**config.mk**
```make
export PLATFORM = sky130hd
export DESIGN_NAME = ellipse_span_rasterizer_top
export DESIGN_NICKNAME = d
export VERILOG_FILES = /design/src/hdl/esr_pkg.sv /design/src/hdl/esr_divider.sv /design/src/hdl/ellipse_span_rasterizer_top.sv
export VERILOG_INCLUDE_DIRS = /design/src /design/src/hdl
export SDC_FILE = /design/constraint.sdc
export NUM_CORES = 1
export LEC_CHECK = 0
export BUFFER_PORTS_ARGS = -buffer_cell sky130_fd_sc_hd__buf_4
export CORE_MARGIN = 4
export CORE_UTILIZATION = 44
export DETAILED_ROUTE_END_ITERATION = 16
export GPL_ROUTABILITY_DRIVEN = 0
export PLACE_DENSITY_LB_ADDON = 0.25
export SETUP_SLACK_MARGIN = 0.5
export SYNTH_ARGS = -nofsm -noshare
export SYNTH_HDL_FRONTEND = slang
export SYNTH_SLANG_ARGS = --single-unit
```
**constraint.sdc**
```tcl
create_clock -name clock -period 7.9 [get_ports clock]
set_clock_uncertainty 0.15 [all_clocks]
set_input_delay 0.79 -clock clock [delete_from_list [all_inputs] [get_ports clock]]
set_output_delay 0.79 -clock clock [all_outputs]
set_load 0.05 [all_outputs]
```
**src/hdl/ellipse_span_rasterizer_top_assert.svh**
```systemverilog
// assertion macros for the ellipse span rasterizer
// included by ellipse_span_rasterizer_top, no other dependencies
`ifndef ELLIPSE_SPAN_RASTERIZER_TOP_ASSERT_SVH
`define ELLIPSE_SPAN_RASTERIZER_TOP_ASSERT_SVH
`ifndef SYNTHESIS
`define ESR_ASSERT_NOW(label, clk, rst, pre, post) \
   label: assert property (@(posedge clk) disable iff (rst) (pre) |-> (post)) \
      else $error("esr check failed: same cycle");
`define ESR_ASSERT_NEXT(label, clk, rst, pre, post) \
   label: assert property (@(posedge clk) disable iff (rst) (pre) |=> (post)) \
      else $error("esr check failed: next cycle");
`else
`define ESR_ASSERT_NOW(label, clk, rst, pre, post)
`define ESR_ASSERT_NEXT(label, clk, rst, pre, post)
`endif
`endif

```
**src/hdl/esr_pkg.sv**
```systemverilog
// shared types and microcode table of the ellipse span rasterizer
// no dependencies
package esr_pkg;

   localparam logic OP_START = 1'b0;
   localparam logic OP_NEXT  = 1'b1;

   localparam int STEP_W = 4;

   localparam logic [STEP_W-1:0] STEP_WAIT   = 4'd0;
   localparam logic [STEP_W-1:0] STEP_MUL_A  = 4'd1;
   localparam logic [STEP_W-1:0] STEP_DIV_A  = 4'd2;
   localparam logic [STEP_W-1:0] STEP_CAP_A  = 4'd3;
   localparam logic [STEP_W-1:0] STEP_MUL_B  = 4'd4;
   localparam logic [STEP_W-1:0] STEP_DIV_B  = 4'd5;
   localparam logic [STEP_W-1:0] STEP_CAP_B  = 4'd6;
   localparam logic [STEP_W-1:0] STEP_EMIT_0 = 4'd7;
   localparam logic [STEP_W-1:0] STEP_EMIT_1 = 4'd8;
   localparam logic [STEP_W-1:0] STEP_EMIT_2 = 4'd9;
   localparam logic [STEP_W-1:0] STEP_EMIT_3 = 4'd10;
   localparam logic [STEP_W-1:0] STEP_ONE    = 4'd11;
   localparam logic [STEP_W-1:0] STEP_NULL   = 4'd12;

   typedef enum logic [1:0] {
      EMIT_NONE = 2'd0,
      EMIT_SPAN = 2'd1,
      EMIT_ONE  = 2'd2,
      EMIT_NULL = 2'd3
   } emit_type;

   typedef struct packed {
      logic     accept;     // take an input item, then dispatch
      logic     mul_go;     // register operand times minor radius
      logic     sel_minor;  // operand is vi (else ui), result goes to b (else a)
      logic     div_go;     // start the divider on the product
      logic     div_wait;   // hold until the quotient is ready, then capture it
      emit_type emit;
      logic [1:0] span_idx;
      logic     commit;     // apply the midpoint step when the span leaves
      logic     go_home;
   } uword_type;

   function automatic uword_type ucode(logic [STEP_W-1:0] step);
      uword_type w;
      w = '0;
      unique case (step)
         STEP_WAIT:   w.accept = 1'b1;
         STEP_MUL_A:  w.mul_go = 1'b1;
         STEP_DIV_A:  w.div_go = 1'b1;
         STEP_CAP_A:  w.div_wait = 1'b1;
         STEP_MUL_B: begin
            w.mul_go    = 1'b1;
            w.sel_minor = 1'b1;
         end
         STEP_DIV_B:  w.div_go = 1'b1;
         STEP_CAP_B: begin
            w.div_wait  = 1'b1;
            w.sel_minor = 1'b1;
         end
         STEP_EMIT_0: begin
            w.emit     = EMIT_SPAN;
            w.span_idx = 2'd0;
         end
         STEP_EMIT_1: begin
            w.emit     = EMIT_SPAN;
            w.span_idx = 2'd1;
         end
         STEP_EMIT_2: begin
            w.emit     = EMIT_SPAN;
            w.span_idx = 2'd2;
         end
         STEP_EMIT_3: begin
            w.emit     = EMIT_SPAN;
            w.span_idx = 2'd3;
            w.commit   = 1'b1;
            w.go_home  = 1'b1;
         end
         STEP_ONE: begin
            w.emit    = EMIT_ONE;
            w.go_home = 1'b1;
         end
         STEP_NULL: begin
            w.emit    = EMIT_NULL;
            w.go_home = 1'b1;
         end
         default:     w.go_home = 1'b1;
      endcase
      return w;
   endfunction

endpackage

```
**src/hdl/esr_divider.sv**
```systemverilog
// restoring divider, one quotient bit per cycle, for the ellipse span rasterizer
// quotient must fit RADIUS_BITS (numerator high half below the divisor); no dependencies
module esr_divider #(
   parameter int RADIUS_BITS = 10
) (
   input  logic                     clock,
   input  logic                     reset,
   input  logic                     start,
   input  logic [2*RADIUS_BITS-1:0] numerator,
   input  logic [RADIUS_BITS-1:0]   divisor,
   output logic                     busy,
   output logic [RADIUS_BITS-1:0]   quotient
);

   localparam int CNT_W = $clog2(RADIUS_BITS + 1);

   logic [RADIUS_BITS-1:0] rem_ff, rem_in;
   logic [RADIUS_BITS-1:0] quo_ff, quo_in;
   logic [CNT_W-1:0]       cnt_ff, cnt_in;
   logic [RADIUS_BITS:0]   shifted;
   logic [RADIUS_BITS+1:0] trial;

   assign shifted = {rem_ff, quo_ff[RADIUS_BITS-1]};
   assign trial   = {1'b0, shifted} - {2'b00, divisor};

   always_comb begin
      rem_in = rem_ff;
      quo_in = quo_ff;
      cnt_in = cnt_ff;
      if (start) begin
         rem_in = numerator[2*RADIUS_BITS-1:RADIUS_BITS];
         quo_in = numerator[RADIUS_BITS-1:0];
         cnt_in = CNT_W'(RADIUS_BITS);
      end else if (cnt_ff != '0) begin
         // borrow set means the divisor does not fit
         if (trial[RADIUS_BITS+1]) begin
            rem_in = shifted[RADIUS_BITS-1:0];
            quo_in = {quo_ff[RADIUS_BITS-2:0], 1'b0};
         end else begin
            rem_in = trial[RADIUS_BITS-1:0];
            quo_in = {quo_ff[RADIUS_BITS-2:0], 1'b1};
         end
         cnt_in = cnt_ff - 1'b1;
      end
   end

   always_ff @(posedge clock) begin
      rem_ff <= rem_in;
      quo_ff <= quo_in;
      if (reset) begin
         cnt_ff <= '0;
      end else begin
         cnt_ff <= cnt_in;
      end
   end

   assign busy     = (cnt_ff != '0);
   assign quotient = quo_ff;

endmodule

```
**src/hdl/ellipse_span_rasterizer_top.sv**
```systemverilog
// Ellipse span rasterizer: fills an axis-aligned ellipse in one grid plane with horizontal
// spans, using midpoint circle stepping on the larger radius and scaling the smaller one by
// an integer division. A start item loads the job and emits the four spans of the first
// iteration; each next item emits four more, and last_span marks the end. Both radii zero
// gives a single cell; a next item with no job gives one result with span_valid low. A
// microcode table sequences one multiplier and a shared restoring divider (esr_divider,
// one quotient bit a cycle) that runs twice per iteration. One item is worked on at a
// time, and results leave through an output register. Depends on esr_pkg and the
// assertion macro header.
`include "ellipse_span_rasterizer_top_assert.svh"
module ellipse_span_rasterizer_top #(
   parameter int COORD_BITS  = 12,
   parameter int RADIUS_BITS = 10
) (
   input  logic                         clock,
   input  logic                         reset,
   input  logic                         req_valid,
   output logic                         req_stall,
   input  logic                         req_operation,
   input  logic [1:0]                   req_plane_axis,
   input  logic signed [COORD_BITS-1:0] req_center_u,
   input  logic signed [COORD_BITS-1:0] req_center_v,
   input  logic signed [COORD_BITS-1:0] req_plane_index,
   input  logic [RADIUS_BITS-1:0]       req_radius_u,
   input  logic [RADIUS_BITS-1:0]       req_radius_v,
   output logic                         rsp_valid,
   input  logic                         rsp_stall,
   output logic                         rsp_span_valid,
   output logic [1:0]                   rsp_span_axis,
   output logic signed [COORD_BITS:0]   rsp_span_u_lo,
   output logic signed [COORD_BITS:0]   rsp_span_u_hi,
   output logic signed [COORD_BITS:0]   rsp_span_row,
   output logic signed [COORD_BITS-1:0] rsp_span_plane,
   output logic                         rsp_last_span
);

   import esr_pkg::*;

   localparam int SPAN_W = COORD_BITS + 1;
   localparam int ERR_W  = RADIUS_BITS + 3;
   localparam int WIDE_W = SPAN_W + RADIUS_BITS + 1;

   // sequencer
   logic [STEP_W-1:0] step_ff, step_in;
   uword_type         cw;
   logic              hold;
   logic              out_free;
   logic              out_fire;
   logic              req_fire;
   logic              both_zero;

   // job state
   logic                         job_active_ff, job_active_in;
   logic                         major_u_ff;
   logic [RADIUS_BITS-1:0]       major_ff;
   logic [RADIUS_BITS-1:0]       minor_ff;
   logic [RADIUS_BITS-1:0]       ui_ff, ui_in;
   logic [RADIUS_BITS:0]         vi_ff, vi_in;
   logic signed [ERR_W-1:0]      ri_ff, ri_in;
   logic signed [COORD_BITS-1:0] cu_ff;
   logic signed [COORD_BITS-1:0] cv_ff;
   logic signed [COORD_BITS-1:0] plane_ff;
   logic [1:0]                   axis_ff;
   logic                         start_major_u;
   logic [RADIUS_BITS-1:0]       start_major;
   logic [RADIUS_BITS-1:0]       start_minor;

   // arithmetic
   logic [RADIUS_BITS-1:0]   mul_op;
   logic [2*RADIUS_BITS-1:0] prod_ff;
   logic                     div_busy;
   logic [RADIUS_BITS-1:0]   div_quo;
   logic [RADIUS_BITS-1:0]   a_ff;
   logic [RADIUS_BITS-1:0]   b_ff;

   // midpoint update
   logic signed [ERR_W-1:0] vi_twice;
   logic signed [ERR_W-1:0] err_dec;
   logic signed [ERR_W-1:0] ri_sub;
   logic signed [ERR_W-1:0] ui_less;
   logic                    take_step;
   logic [RADIUS_BITS-1:0]  ui_nx;
   logic [RADIUS_BITS:0]    vi_nx;
   logic signed [ERR_W-1:0] ri_nx;
   logic                    last_nx;

   // span geometry
   logic [RADIUS_BITS:0]  half_w;
   logic [RADIUS_BITS:0]  row_off;
   logic [WIDE_W-1:0]     half_wide;
   logic [WIDE_W-1:0]     off_wide;
   logic [SPAN_W-1:0]     half_s;
   logic [SPAN_W-1:0]     off_s;
   logic [SPAN_W-1:0]     cu_s;
   logic [SPAN_W-1:0]     cv_s;

   // output register
   logic                    out_valid_ff, out_valid_in;
   logic                    o_span_valid_ff, o_span_valid_in;
   logic [1:0]              o_axis_ff, o_axis_in;
   logic [SPAN_W-1:0]       o_lo_ff, o_lo_in;
   logic [SPAN_W-1:0]       o_hi_ff, o_hi_in;
   logic [SPAN_W-1:0]       o_row_ff, o_row_in;
   logic [COORD_BITS-1:0]   o_plane_ff, o_plane_in;
   logic                    o_last_ff, o_last_in;

   assign cw        = ucode(step_ff);
   assign req_stall = !cw.accept;
   assign req_fire  = req_valid && cw.accept;
   assign out_free  = !out_valid_ff || !rsp_stall;
   assign out_fire  = (cw.emit != EMIT_NONE) && out_free;
   assign both_zero = (req_radius_u == '0) && (req_radius_v == '0);

   assign hold = (cw.accept && !req_valid) || (cw.div_wait && div_busy) ||
                 ((cw.emit != EMIT_NONE) && !out_free);

   always_comb begin
      step_in = step_ff;
      if (!hold) begin
         priority if (cw.accept) begin
            if (req_operation == OP_START) begin
               step_in = both_zero ? STEP_ONE : STEP_MUL_A;
            end else begin
               step_in = job_active_ff ? STEP_MUL_A : STEP_NULL;
            end
         end else if (cw.go_home) begin
            step_in = STEP_WAIT;
         end else begin
            step_in = step_ff + 1'b1;
         end
      end
   end

   assign start_major_u = req_radius_u > req_radius_v;
   assign start_major   = start_major_u ? req_radius_u : req_radius_v;
   assign start_minor   = start_major_u ? req_radius_v : req_radius_u;

   // midpoint step on the major radius
   assign vi_twice = $signed({2'b00, vi_ff}) <<< 1;
   assign err_dec  = major_u_ff ? (vi_twice + ERR_W'(1)) : (vi_twice - ERR_W'(1));
   assign ri_sub   = ri_ff - err_dec;
   assign ui_less  = $signed({3'b000, ui_ff}) - ERR_W'(1);
   assign take_step = major_u_ff ? (ri_sub <= 0) : (ri_sub < 0);
   assign ri_nx    = take_step ? (ri_sub + (ui_less <<< 1)) : ri_sub;
   assign ui_nx    = take_step ? (ui_ff - 1'b1) : ui_ff;
   assign vi_nx    = vi_ff + 1'b1;
   assign last_nx  = {1'b0, ui_nx} < vi_nx;

   always_comb begin
      job_active_in = job_active_ff;
      ui_in = ui_ff;
      vi_in = vi_ff;
      ri_in = ri_ff;
      if (req_fire && (req_operation == OP_START)) begin
         job_active_in = !both_zero;
         ui_in = start_major;
         vi_in = '0;
         ri_in = $signed({3'b000, start_major});
      end else if (out_fire && cw.commit) begin
         job_active_in = !last_nx;
         ui_in = ui_nx;
         vi_in = vi_nx;
         ri_in = ri_nx;
      end
   end

   always_ff @(posedge clock) begin
      if (reset) begin
         step_ff       <= STEP_WAIT;
         job_active_ff <= 1'b0;
         out_valid_ff  <= 1'b0;
      end else begin
         step_ff       <= step_in;
         job_active_ff <= job_active_in;
         out_valid_ff  <= out_valid_in;
      end
   end

   always_ff @(posedge clock) begin
      ui_ff <= ui_in;
      vi_ff <= vi_in;
      ri_ff <= ri_in;
      if (req_fire && (req_operation == OP_START)) begin
         major_u_ff <= start_major_u;
         major_ff   <= start_major;
         minor_ff   <= start_minor;
         cu_ff      <= req_center_u;
         cv_ff      <= req_center_v;
         plane_ff   <= req_plane_index;
         axis_ff    <= req_plane_axis;
      end
   end

   // vi never exceeds ui while an iteration is being worked on
   assign mul_op = cw.sel_minor ? vi_ff[RADIUS_BITS-1:0] : ui_ff;

   always_ff @(posedge clock) begin
      if (cw.mul_go) begin
         prod_ff <= (2*RADIUS_BITS)'(mul_op) * (2*RADIUS_BITS)'(minor_ff);
      end
      if (cw.div_wait && !div_busy) begin
         if (cw.sel_minor) begin
            b_ff <= div_quo;
         end else begin
            a_ff <= div_quo;
         end
      end
   end

   esr_divider #(
      .RADIUS_BITS(RADIUS_BITS)
   ) u_divider (
      .clock    (clock),
      .reset    (reset),
      .start    (cw.div_go),
      .numerator(prod_ff),
      .divisor  (major_ff),
      .busy     (div_busy),
      .quotient (div_quo)
   );

   // first pair of rows, then second pair; even index is the minus side
   always_comb begin
      if (major_u_ff) begin
         half_w  = cw.span_idx[1] ? vi_ff : {1'b0, ui_ff};
         row_off = cw.span_idx[1] ? {1'b0, a_ff} : {1'b0, b_ff};
      end else begin
         half_w  = cw.span_idx[1] ? {1'b0, b_ff} : {1'b0, a_ff};
         row_off = cw.span_idx[1] ? {1'b0, ui_ff} : vi_ff;
      end
   end

   assign half_wide = WIDE_W'(half_w);
   assign off_wide  = WIDE_W'(row_off);
   assign half_s    = half_wide[SPAN_W-1:0];
   assign off_s     = off_wide[SPAN_W-1:0];
   assign cu_s      = {cu_ff[COORD_BITS-1], cu_ff};
   assign cv_s      = {cv_ff[COORD_BITS-1], cv_ff};

   always_comb begin
      out_valid_in    = out_valid_ff && rsp_stall;
      o_span_valid_in = o_span_valid_ff;
      o_axis_in       = o_axis_ff;
      o_lo_in         = o_lo_ff;
      o_hi_in         = o_hi_ff;
      o_row_in        = o_row_ff;
      o_plane_in      = o_plane_ff;
      o_last_in       = o_last_ff;
      if (out_fire) begin
         out_valid_in = 1'b1;
         unique case (cw.emit)
            EMIT_SPAN: begin
               o_span_valid_in = 1'b1;
               o_axis_in       = axis_ff;
               o_lo_in         = cu_s - half_s;
               o_hi_in         = cu_s + half_s;
               o_row_in        = cw.span_idx[0] ? (cv_s + off_s) : (cv_s - off_s);
               o_plane_in      = plane_ff;
               o_last_in       = cw.commit && last_nx;
            end
            EMIT_ONE: begin
               o_span_valid_in = 1'b1;
               o_axis_in       = axis_ff;
               o_lo_in         = cu_s;
               o_hi_in         = cu_s;
               o_row_in        = cv_s;
               o_plane_in      = plane_ff;
               o_last_in       = 1'b1;
            end
            default: begin
               o_span_valid_in = 1'b0;
               o_axis_in       = '0;
               o_lo_in         = '0;
               o_hi_in         = '0;
               o_row_in        = '0;
               o_plane_in      = '0;
               o_last_in       = 1'b0;
            end
         endcase
      end
   end

   always_ff @(posedge clock) begin
      o_span_valid_ff <= o_span_valid_in;
      o_axis_ff       <= o_axis_in;
      o_lo_ff         <= o_lo_in;
      o_hi_ff         <= o_hi_in;
      o_row_ff        <= o_row_in;
      o_plane_ff      <= o_plane_in;
      o_last_ff       <= o_last_in;
   end

   assign rsp_valid      = out_valid_ff;
   assign rsp_span_valid = o_span_valid_ff;
   assign rsp_span_axis  = o_axis_ff;
   assign rsp_span_u_lo  = $signed(o_lo_ff);
   assign rsp_span_u_hi  = $signed(o_hi_ff);
   assign rsp_span_row   = $signed(o_row_ff);
   assign rsp_span_plane = $signed(o_plane_ff);
   assign rsp_last_span  = o_last_ff;

   `ESR_ASSERT_NOW(a_div_not_restarted, clock, reset, cw.div_go, !div_busy)
   `ESR_ASSERT_NOW(a_step_order, clock, reset, job_active_ff && cw.accept, {1'b0, ui_ff} >= vi_ff)
   `ESR_ASSERT_NEXT(a_last_ends_job, clock, reset, out_fire && cw.commit && last_nx, !job_active_ff)

endmodule

```
Word level (Yosys, flattened, before mapping):

Cells that the tools add are included.
W data, S select, Z words.

* input port bits: 63
* output and inout port bits: 57
* word-level logic and storage cells: 149
* register bits after elaboration: 218

* mux-type cells: 47
* $lt $le $gt $ge: 4
* equality and inequality tests: 14
* bitwise logic cells: 2
* reductions and logical operators: 39
* multipliers: 1
* add/subtract/negate cells: 14

Operators with widths (count)
* $mux W10: 15
* $pmux W13 S2: 3
* $mux W11: 4
* $mux W13: 3
* $mux W4: 7
* $add A12 B12 Y13: 2
* $sub A12 B12 Y13: 2
* $eq A4 B4 Y1 const B: 5
* $logic_not A10 Y1: 2
* $mul A10 B10 Y20: 1
* $eq A4 B3 Y1 const B: 4
* $add A12 B1 Y13 const B: 1
* $add A13 B12 Y13: 1
* $le A13 B1 Y1 const B: 1
* $lt A13 B1 Y1 const B: 1
* $sub A12 B1 Y13 const B: 1
* $sub A13 B13 Y13: 1
* $mux W1: 12
* $pmux W2 S3: 2
* $reduce_or A2 Y1: 6
* $sub A11 B10 Y12: 1
* $add A11 B1 Y11 const B: 1
* $logic_and A1 B1 Y1: 11
* $lt A10 B11 Y1: 1
* other kinds (19): 33

Logic depth before layout (Yosys ltp):

Gate-level depths: netlist of run 1.

* depth in word-level cells: 10
* depth in mapped cells: 29
* depth with buffers taken out: 27

Cells and area by module:

A second synthesis of run 1 with hierarchy kept.

* cells, all modules: 1647
* area total of the unflattened synthesis: 16942.5 um^2

Modules (own cells, without submodules)
* ellipse_span_rasterizer_top: area an instance 15384.8 um^2, sequential area each 5595.4 um^2, times used 1, cells an instance 1497
* esr_divider: area an instance 1557.7 um^2, sequential area each 680.7 um^2, times used 1, cells an instance 150

Worst setup path before layout of run 1:

Ideal clock, no wire load.

* kind: register -> register
* start: register step_ff[0]
* end: register ri_ff[0] (enable)
* slack: 1022 ps
* period minus slack after synthesis: 6878 ps
* path buffers: 5
* setup time: 376 ps
* stages on the path, launching flop included: 15
* arrival time: 6353 ps
* data required time: 7374 ps
* path through: dfxtp_1 -> inv_1 -> ha_1 -> clkbuf_1 -> o21a_1 -> buf_2 -> buf_1 -> a211oi_1 -> ha_1 -> a21oi_1 -> and3_1 -> clkbuf_1 -> nor2_1 -> clkbuf_1 -> inv_1

* word-level cells in the longest chain between the ends: 7
* elaborated cells between the ends (all ways): 17
* classes of those cells: 6 x eq/ne; 3 x mux; 8 x reduce/logical

RTL lines
* from (decl): line ellipse_span_rasterizer_top.sv:44 `logic [STEP_W-1:0] step_ff, step_in;`
* from (signal assigned): line ellipse_span_rasterizer_top.sv:173 `step_ff <= step_in;`
* $eq A4 B4 Y1 / $eq A4 B3 Y1 (equally long branches): line esr_pkg.sv:46 `unique case (step)`
* $reduce_or A4 Y1 (no line)
* $pmux W2 S3 *: line esr_pkg.sv:46
* $reduce_bool A2 Y1 *: line ellipse_span_rasterizer_top.sv:111 `assign out_fire = (cw.emit != EMIT_NONE) && out_free;`
* $logic_and A1 B1 Y1 *: line ellipse_span_rasterizer_top.sv:111
* net out_fire: line ellipse_span_rasterizer_top.sv:48 `logic out_fire;`
* $logic_and A1 B1 Y1 *: line ellipse_span_rasterizer_top.sv:159 `end else if (out_fire && cw.commit) begin`
* $reduce_bool A2 Y1 (no line) *
* to (signal assigned): line ellipse_span_rasterizer_top.sv:182 `ri_ff <= ri_in;`
* to (decl): line ellipse_span_rasterizer_top.sv:59 `logic signed [ERR_W-1:0] ri_ff, ri_in;`

The timed path passes the listed nets; every way through them passes the cells marked *.
A chain may end at the register's enable or synchronous reset.

Worst setup path after layout of run 1:

* start: register step_ff[0]
* end: register prod_ff[19], data pin

* word-level cells in the longest chain between the ends: 5
* elaborated cells between the ends (all ways): 6
* classes of those cells: 1 x mul; 2 x eq/ne; 2 x mux; 1 x reduce/logical

RTL lines
* $eq A4 B3 Y1: line esr_pkg.sv:46
* $reduce_or A2 Y1 (no line) *
* $mux W1 *: line esr_pkg.sv:46
* $mux W10 *: line ellipse_span_rasterizer_top.sv:195 `assign mul_op = cw.sel_minor ? vi_ff[RADIUS_BITS-1:0] : ui_ff;`
* $mul A10 B10 Y20 *: line ellipse_span_rasterizer_top.sv:199 `prod_ff <= (2*RADIUS_BITS)'(mul_op) * (2*RADIUS_BITS)'(minor_ff);`
* to (signal assigned): line ellipse_span_rasterizer_top.sv:199
* to (decl): line ellipse_span_rasterizer_top.sv:70 `logic [2*RADIUS_BITS-1:0] prod_ff;`

Mark *: on every way between the ends. The rest lies on a longest branch, timed or not.

==> flow_summary.toml, run 1 <==
[outcome]
status = "finished clean"

[floorplan]
die-area_um2 = 40200
initial_core_util = 0.446
fp.dieH_um = 201
chipWidth_um = 201
io_pins = 120
num_rows = 70
core_region_area_um2 = 36600

[cells_and_area]
nets = 1964
final_util = 0.508
n_antenna_cell = 0
syn_to_final_growth_pct = 14.1
drive_gt1_frac = 0.143

[global_route]
track_usage = 0.186
grt_pass1_vias = 11700
antenna_found_initial = 0
overflow = 0
grt_max_degree = 70
grt_pass1_wl_um = 61700

[placement]
hpwl_um = 28800
preCtsSetupSlack_ps = 952
io_buffer_count = 119

[sta]
fin_crit_sh = 0.864
fmax_ghz = 0.146
slew_headroom = 0.283
finalSetupViolCount = 0
tightestPinTransition_ps = 1070
layout_setup_ws_ps = 1070
hold_viol_final = 0
drv_slew = 0
min_period_ps = 6830
holdWs_ps = 248
rsz0062_at_grt = "false"
tns_ps = 0

[yosys]
ys_ff_latch = 217
avgSynthCellArea_um2 = 10.3
synth_edf_count = 193
seq_area_frac_synth = 0.385
syn_inst = 1583
yosys_warnings = 0
ys_dominant_reg_cell = "edfxtp_1"
synth_nets = 1866
netlist_area_um2 = 16300
async_flop_share = 0
synth.distinct_cells = 62

[routing]
wl_per_cell_um = 17.5
antenna_left = 0
first_pass_iters = 5
highest_layer = "met4"
drt_iter0_drc = 711
met1_length_um = 16700
via_per_inst = 5.38
drc_errors = 0
vias = 11700
postRouteWirelength_um = 37900
route.met3.wl_um = 2380
dr_wl_met2_um = 17600

[clocking]
clock_latency_ps = 560
tritoncts = "built"
clk_pin_slew_ps = 60
cts.sinks = 217
hold_buffers = 0
root_buffer = "clkbuf_16"
post-cts-setup-buffers = 0
h-tree-depth = 1
numCtsBuffers = 27
clockBufferDepth = 3
cts_resized = 0

[run]
maxCapViolations = 0

[worst_setup_path]
cp_cell_sequence = "inv_1, ha_1, nor2_1, nor3b_1, buf_4, o21ai_1, nand2_1, fa_1, fa_1, inv_1, fa_1, fa_1, fa_1, ha_1, and3_1, a31oi_1, a21oi_1, a21oi_1, o21ai_0, a21o_1, a21oi_1, xnor2_1"
cpPeakStageDelay_ps = 550
worstSetupStartpointType = "register"
reg2reg_depth = 22
critical_path_class = "register to register"
critPathSlowestCell = "fa_1"
endpoint_kind = "register"
startpoint = "step_ff[0]$_SDFFE_PP0N_"
r2r_slack_ps = 1070
worstPathRequired_ps = 8050
crit_path_frequent_cell = "fa_1"
path_max_fanout = 11
crit-reg2reg-launch = "step_ff[0]$_SDFFE_PP0N_"
critPathArrivalTime_ps = 6980
rr_endpoint = "prod_ff[19]$_DFFE_PP_"

[min_path]
hp-class = "input pin to register"
hold_path_depth = 1
hold_start = "req_center_v[9]"
min_to = "cv_ff[9]$_DFFE_PP_"
[worst max-delay path: cells and delay by family (launching register included)]
kind | cells | cell delay [ps]
compound gates | 7 | 1660
xor+xnor | 1 | 80
fa+ha+maj | 7 | 3270
buf+inv | 3 | 370
flops | 1 | 440
simple gates | 4 | 620
[worst max-delay path by stage]
| stage | endpoint | cells after the start |
|---|---|---|
| 6_report | prod_ff[19]$_DFFE_PP_ | 22 |
| 5_1_grt | prod_ff[19]$_DFFE_PP_ | 22 |
| 4_1_cts | prod_ff[19]$_DFFE_PP_ | 22 |
| 3_5_place_dp | prod_ff[19]$_DFFE_PP_ | 22 |
| 3_3_place_gp | prod_ff[19]$_DFFE_PP_ | 22 |
| 2_1_floorplan | ri_ff[0]$_DFFE_PP_ | 14 |
[cell usage after synthesis (all sizes together) (16+ instances only)]
library cell	count	area, um2
nor3	34	170
nor2	89	342
nand2	150	563
fa	68	1360
or3	16	100
a21o	26	195
mux4	20	450
and2	69	432
edfxtp	193	5800
a21oi	85	433
mux2	18	203
o21ai	90	450
inv	145	544
nand3	26	130
nand2b	18	113
xnor2	66	578
dfxtp	24	480
nor2b	34	213
clkbuf	50	188
xor2	44	385
ha	152	1900
[registers in the layout, summed over array words and instances, names as in the netlist, 10 cells and up]
signal / cells
rsp_span_row: 13
cu_ff: 12
ri_ff: 13
a_ff: 10
cv_ff: 12
plane_ff: 12
prod_ff: 20
rsp_span_u_hi: 12
vi_ff: 11
b_ff: 10
major_ff: 10
ui_ff: 10
rsp_span_u_lo: 13
minor_ff: 10
rsp_span_plane: 12
u_divider.rem_ff: 10
u_divider.quotient: 10
[cells in the final DEF (no fill, tap or decap), types with 12 or more instances in the layout]
| master | count |
|---|---|
| nor2_1 | 88 |
| or3_1 | 16 |
| nand2_1 | 150 |
| mux4_2 | 20 |
| o21ai_0 | 88 |
| edfxtp_1 | 193 |
| buf_4 | 133 |
| ha_1 | 152 |
| dfxtp_1 | 24 |
| mux2i_1 | 13 |
| nand2b_1 | 18 |
| fa_1 | 68 |
| mux2_2 | 17 |
| and2_1 | 68 |
| inv_1 | 144 |
| a21oi_1 | 81 |
| xnor2_1 | 66 |
| nor3_1 | 34 |
| o21a_1 | 12 |
| nor2b_1 | 34 |
| xor2_1 | 44 |
| a21o_1 | 26 |
| clkbuf_16 | 27 |
| nand3_1 | 26 |
[stage by stage]
step / std cells / cell area (um2)
4_1_cts: 2170 / 18600
3_3_place_gp: 2120 / 17700
2_1_floorplan: 1583 / 16300
3_5_place_dp: 2120 / 17700
5_1_grt: 2170 / 18600
6_report: 2170 / 18600
[routing by layer]
| metal | vias up | global-route usage |
|---|---|---|
| met5 | - | 0 |
| met4 | 0 | 0.0558 |
| met3 | 74 | 0.0326 |
| met2 | 309 | 0.312 |
| met1 | 5573 | 0.249 |
| li1 | 5728 | - |
[area by class of cell]
| class | instances | area, um2 |
|---|---|---|
| fillers | 3348 | 18000 |
| multi-input cells | 1157 | 9270 |
| flip-flops and latches | 217 | 6280 |
| repair buffers | 133 | 998 |
| clock buffers | 34 | 712 |
| well taps | 468 | 586 |
| inverters | 145 | 544 |
| clock inverters | 16 | 225 |
[kinds of logic after synthesis]
kind of cell / synth area share
simple gates: 0.144
compound gates: 0.114
fa+ha+maj: 0.200
flops: 0.385
buf+inv: 0.0489
xor+xnor: 0.0591
mux: 0.0486
Power of run 1 is left out: the tool's default activity adds up to more than one toggle a clock period on the data nets, which glitch-free logic cannot reach.
==> run 2: changes to the inputs <==
PLACE_DENSITY = 0.7   (was default)
PLACE_DENSITY_LB_ADDON = default   (was 0.25)
clock period = 8.8 ns   (was 7.9 ns; I/O delays follow)
==> flow_summary.toml, run 2 (synthesis results as in run 1) <==
[outcome]
status = "finished clean"

[sta]
tightestPinTransition_ps = 1150
finalSetupViolCount = 0
rsz0062_at_grt = "false"
tns_ps = 0
min_period_ps = 7030
fmax_ghz = 0.142
hold_viol_final = 0
layout_setup_ws_ps = 1770
drv_slew = 0
slew_headroom = 0.228
fin_crit_sh = 0.799

[clocking]
clk_pin_slew_ps = 60
h-tree-depth = 1
root_buffer = "clkbuf_16"
cts_resized = 0
hold_buffers = 0
post-cts-setup-buffers = 0
clockBufferDepth = 3
cts.sinks = 217
numCtsBuffers = 26
clock_latency_ps = 550
tritoncts = "built"

[floorplan]
num_rows = 70
io_pins = 120
fp.dieH_um = 201
core_region_area_um2 = 36600
initial_core_util = 0.446
die-area_um2 = 40200
chipWidth_um = 201

[placement]
io_buffer_count = 119
preCtsSetupSlack_ps = 1780
hpwl_um = 28500

[worst_setup_path]
cp_top_family = "adder cells"
cp_cell_sequence = "inv_1, ha_1, nor2_1, nor3b_1, buf_4, mux2i_1, nand2b_1, fa_1, fa_1, inv_1, fa_1, fa_1, fa_1, ha_1, and3_1, a31oi_1, a21oi_1, a21oi_1, o21ai_0, a21o_1, a21oi_1, xnor2_1"
rr_endpoint = "prod_ff[19]$_DFFE_PP_"
path_depth = 22
critPathSlowestCell = "mux2i_1"
path_max_fanout = 11
endpoint_kind = "register"
r2r_slack_ps = 1770
crit-reg2reg-launch = "step_ff[0]$_SDFFE_PP0N_"
worstSetupStartpointType = "register"
worstPathRequired_ps = 8950
cpPeakStageDelay_ps = 700
reg2reg_depth = 22
critical_path_class = "register to register"
crit_path_frequent_cell = "fa_1"
critPathBufInv = 3
critPathArrivalTime_ps = 7180

[min_path]
hp-class = "register to register"
hold_path_depth = 0
hold_start = "u_divider.quotient[2]$_DFFE_PP_"
min_to = "a_ff[2]$_DFFE_PP_"

[cells_and_area]
syn_to_final_growth_pct = 13.5
top_register = "prod_ff"
drive_gt1_frac = 0.141
final_common_cell = "edfxtp_1"
n_antenna_cell = 0
largest_register_ffs = 20
mostFrequentLayoutCells = "edfxtp_1, ha_1, nand2_1, inv_1, buf_4"
nFillCells = 3312
nets = 1963

[routing]
vias = 11800
first_pass_iters = 5
drc_errors = 0
drt_iter0_drc = 649
via_per_inst = 5.45
antenna_left = 0
postRouteWirelength_um = 37500
wl_per_cell_um = 17.3

[global_route]
track_usage = 0.186
grt_max_degree = 70
overflow = 0
grt_pass1_wl_um = 61900
antenna_found_initial = 0
grt_pass1_vias = 12200

[run]
maxCapViolations = 0
run 2: worst max-delay path by stage:
stage | start | end | slack [ps]
finish | step_ff[0]$_SDFFE_PP0N_ | prod_ff[19]$_DFFE_PP_ | 1770
global route | step_ff[0]$_SDFFE_PP0N_ | prod_ff[19]$_DFFE_PP_ | 1230
floorplan | step_ff[0]$_SDFFE_PP0N_ | ri_ff[0]$_DFFE_PP_ | 1920
global placement | step_ff[0]$_SDFFE_PP0N_ | prod_ff[19]$_DFFE_PP_ | 1950
detailed placement | step_ff[0]$_SDFFE_PP0N_ | prod_ff[19]$_DFFE_PP_ | 1780
CTS | step_ff[0]$_SDFFE_PP0N_ | prod_ff[19]$_DFFE_PP_ | 1770
run 2: area by class of cell:
class	instances	area (um2)	area share
multi-input combinational	1157	9270	0.501
sequential	217	6280	0.339
timing repair buffer	133	998	0.0539
clock buffer	29	662	0.0358
tap	468	586	0.0316
inverter	145	544	0.0294
clock inverter	18	178	0.00960
run 2: routing by layer:
| metal | GRT usage | vias to the layer above | routed length, um |
|---|---|---|---|
| li1 | - | 5721 | - |
| met1 | 0.244 | 5717 | 16400 |
| met3 | 0.0310 | 55 | 2040 |
| met5 | 0 | - | 0 |
| met2 | 0.319 | 317 | 18000 |
| met4 | 0.0541 | 0 | 1110 |
run 2: metrics by stage:
stage                     cell area (um2)  hold WS (ps)  cells  utilization
after floorplan                     16300           282   1583            -
after global placement              17700           298   2120        0.483
after detailed placement            17700           312   2120        0.483
after CTS                           18500           316   2167        0.506
after global routing                18500           333   2167        0.506
final                               18500           318   2167        0.506
Power of run 2 is left out for the same reason.
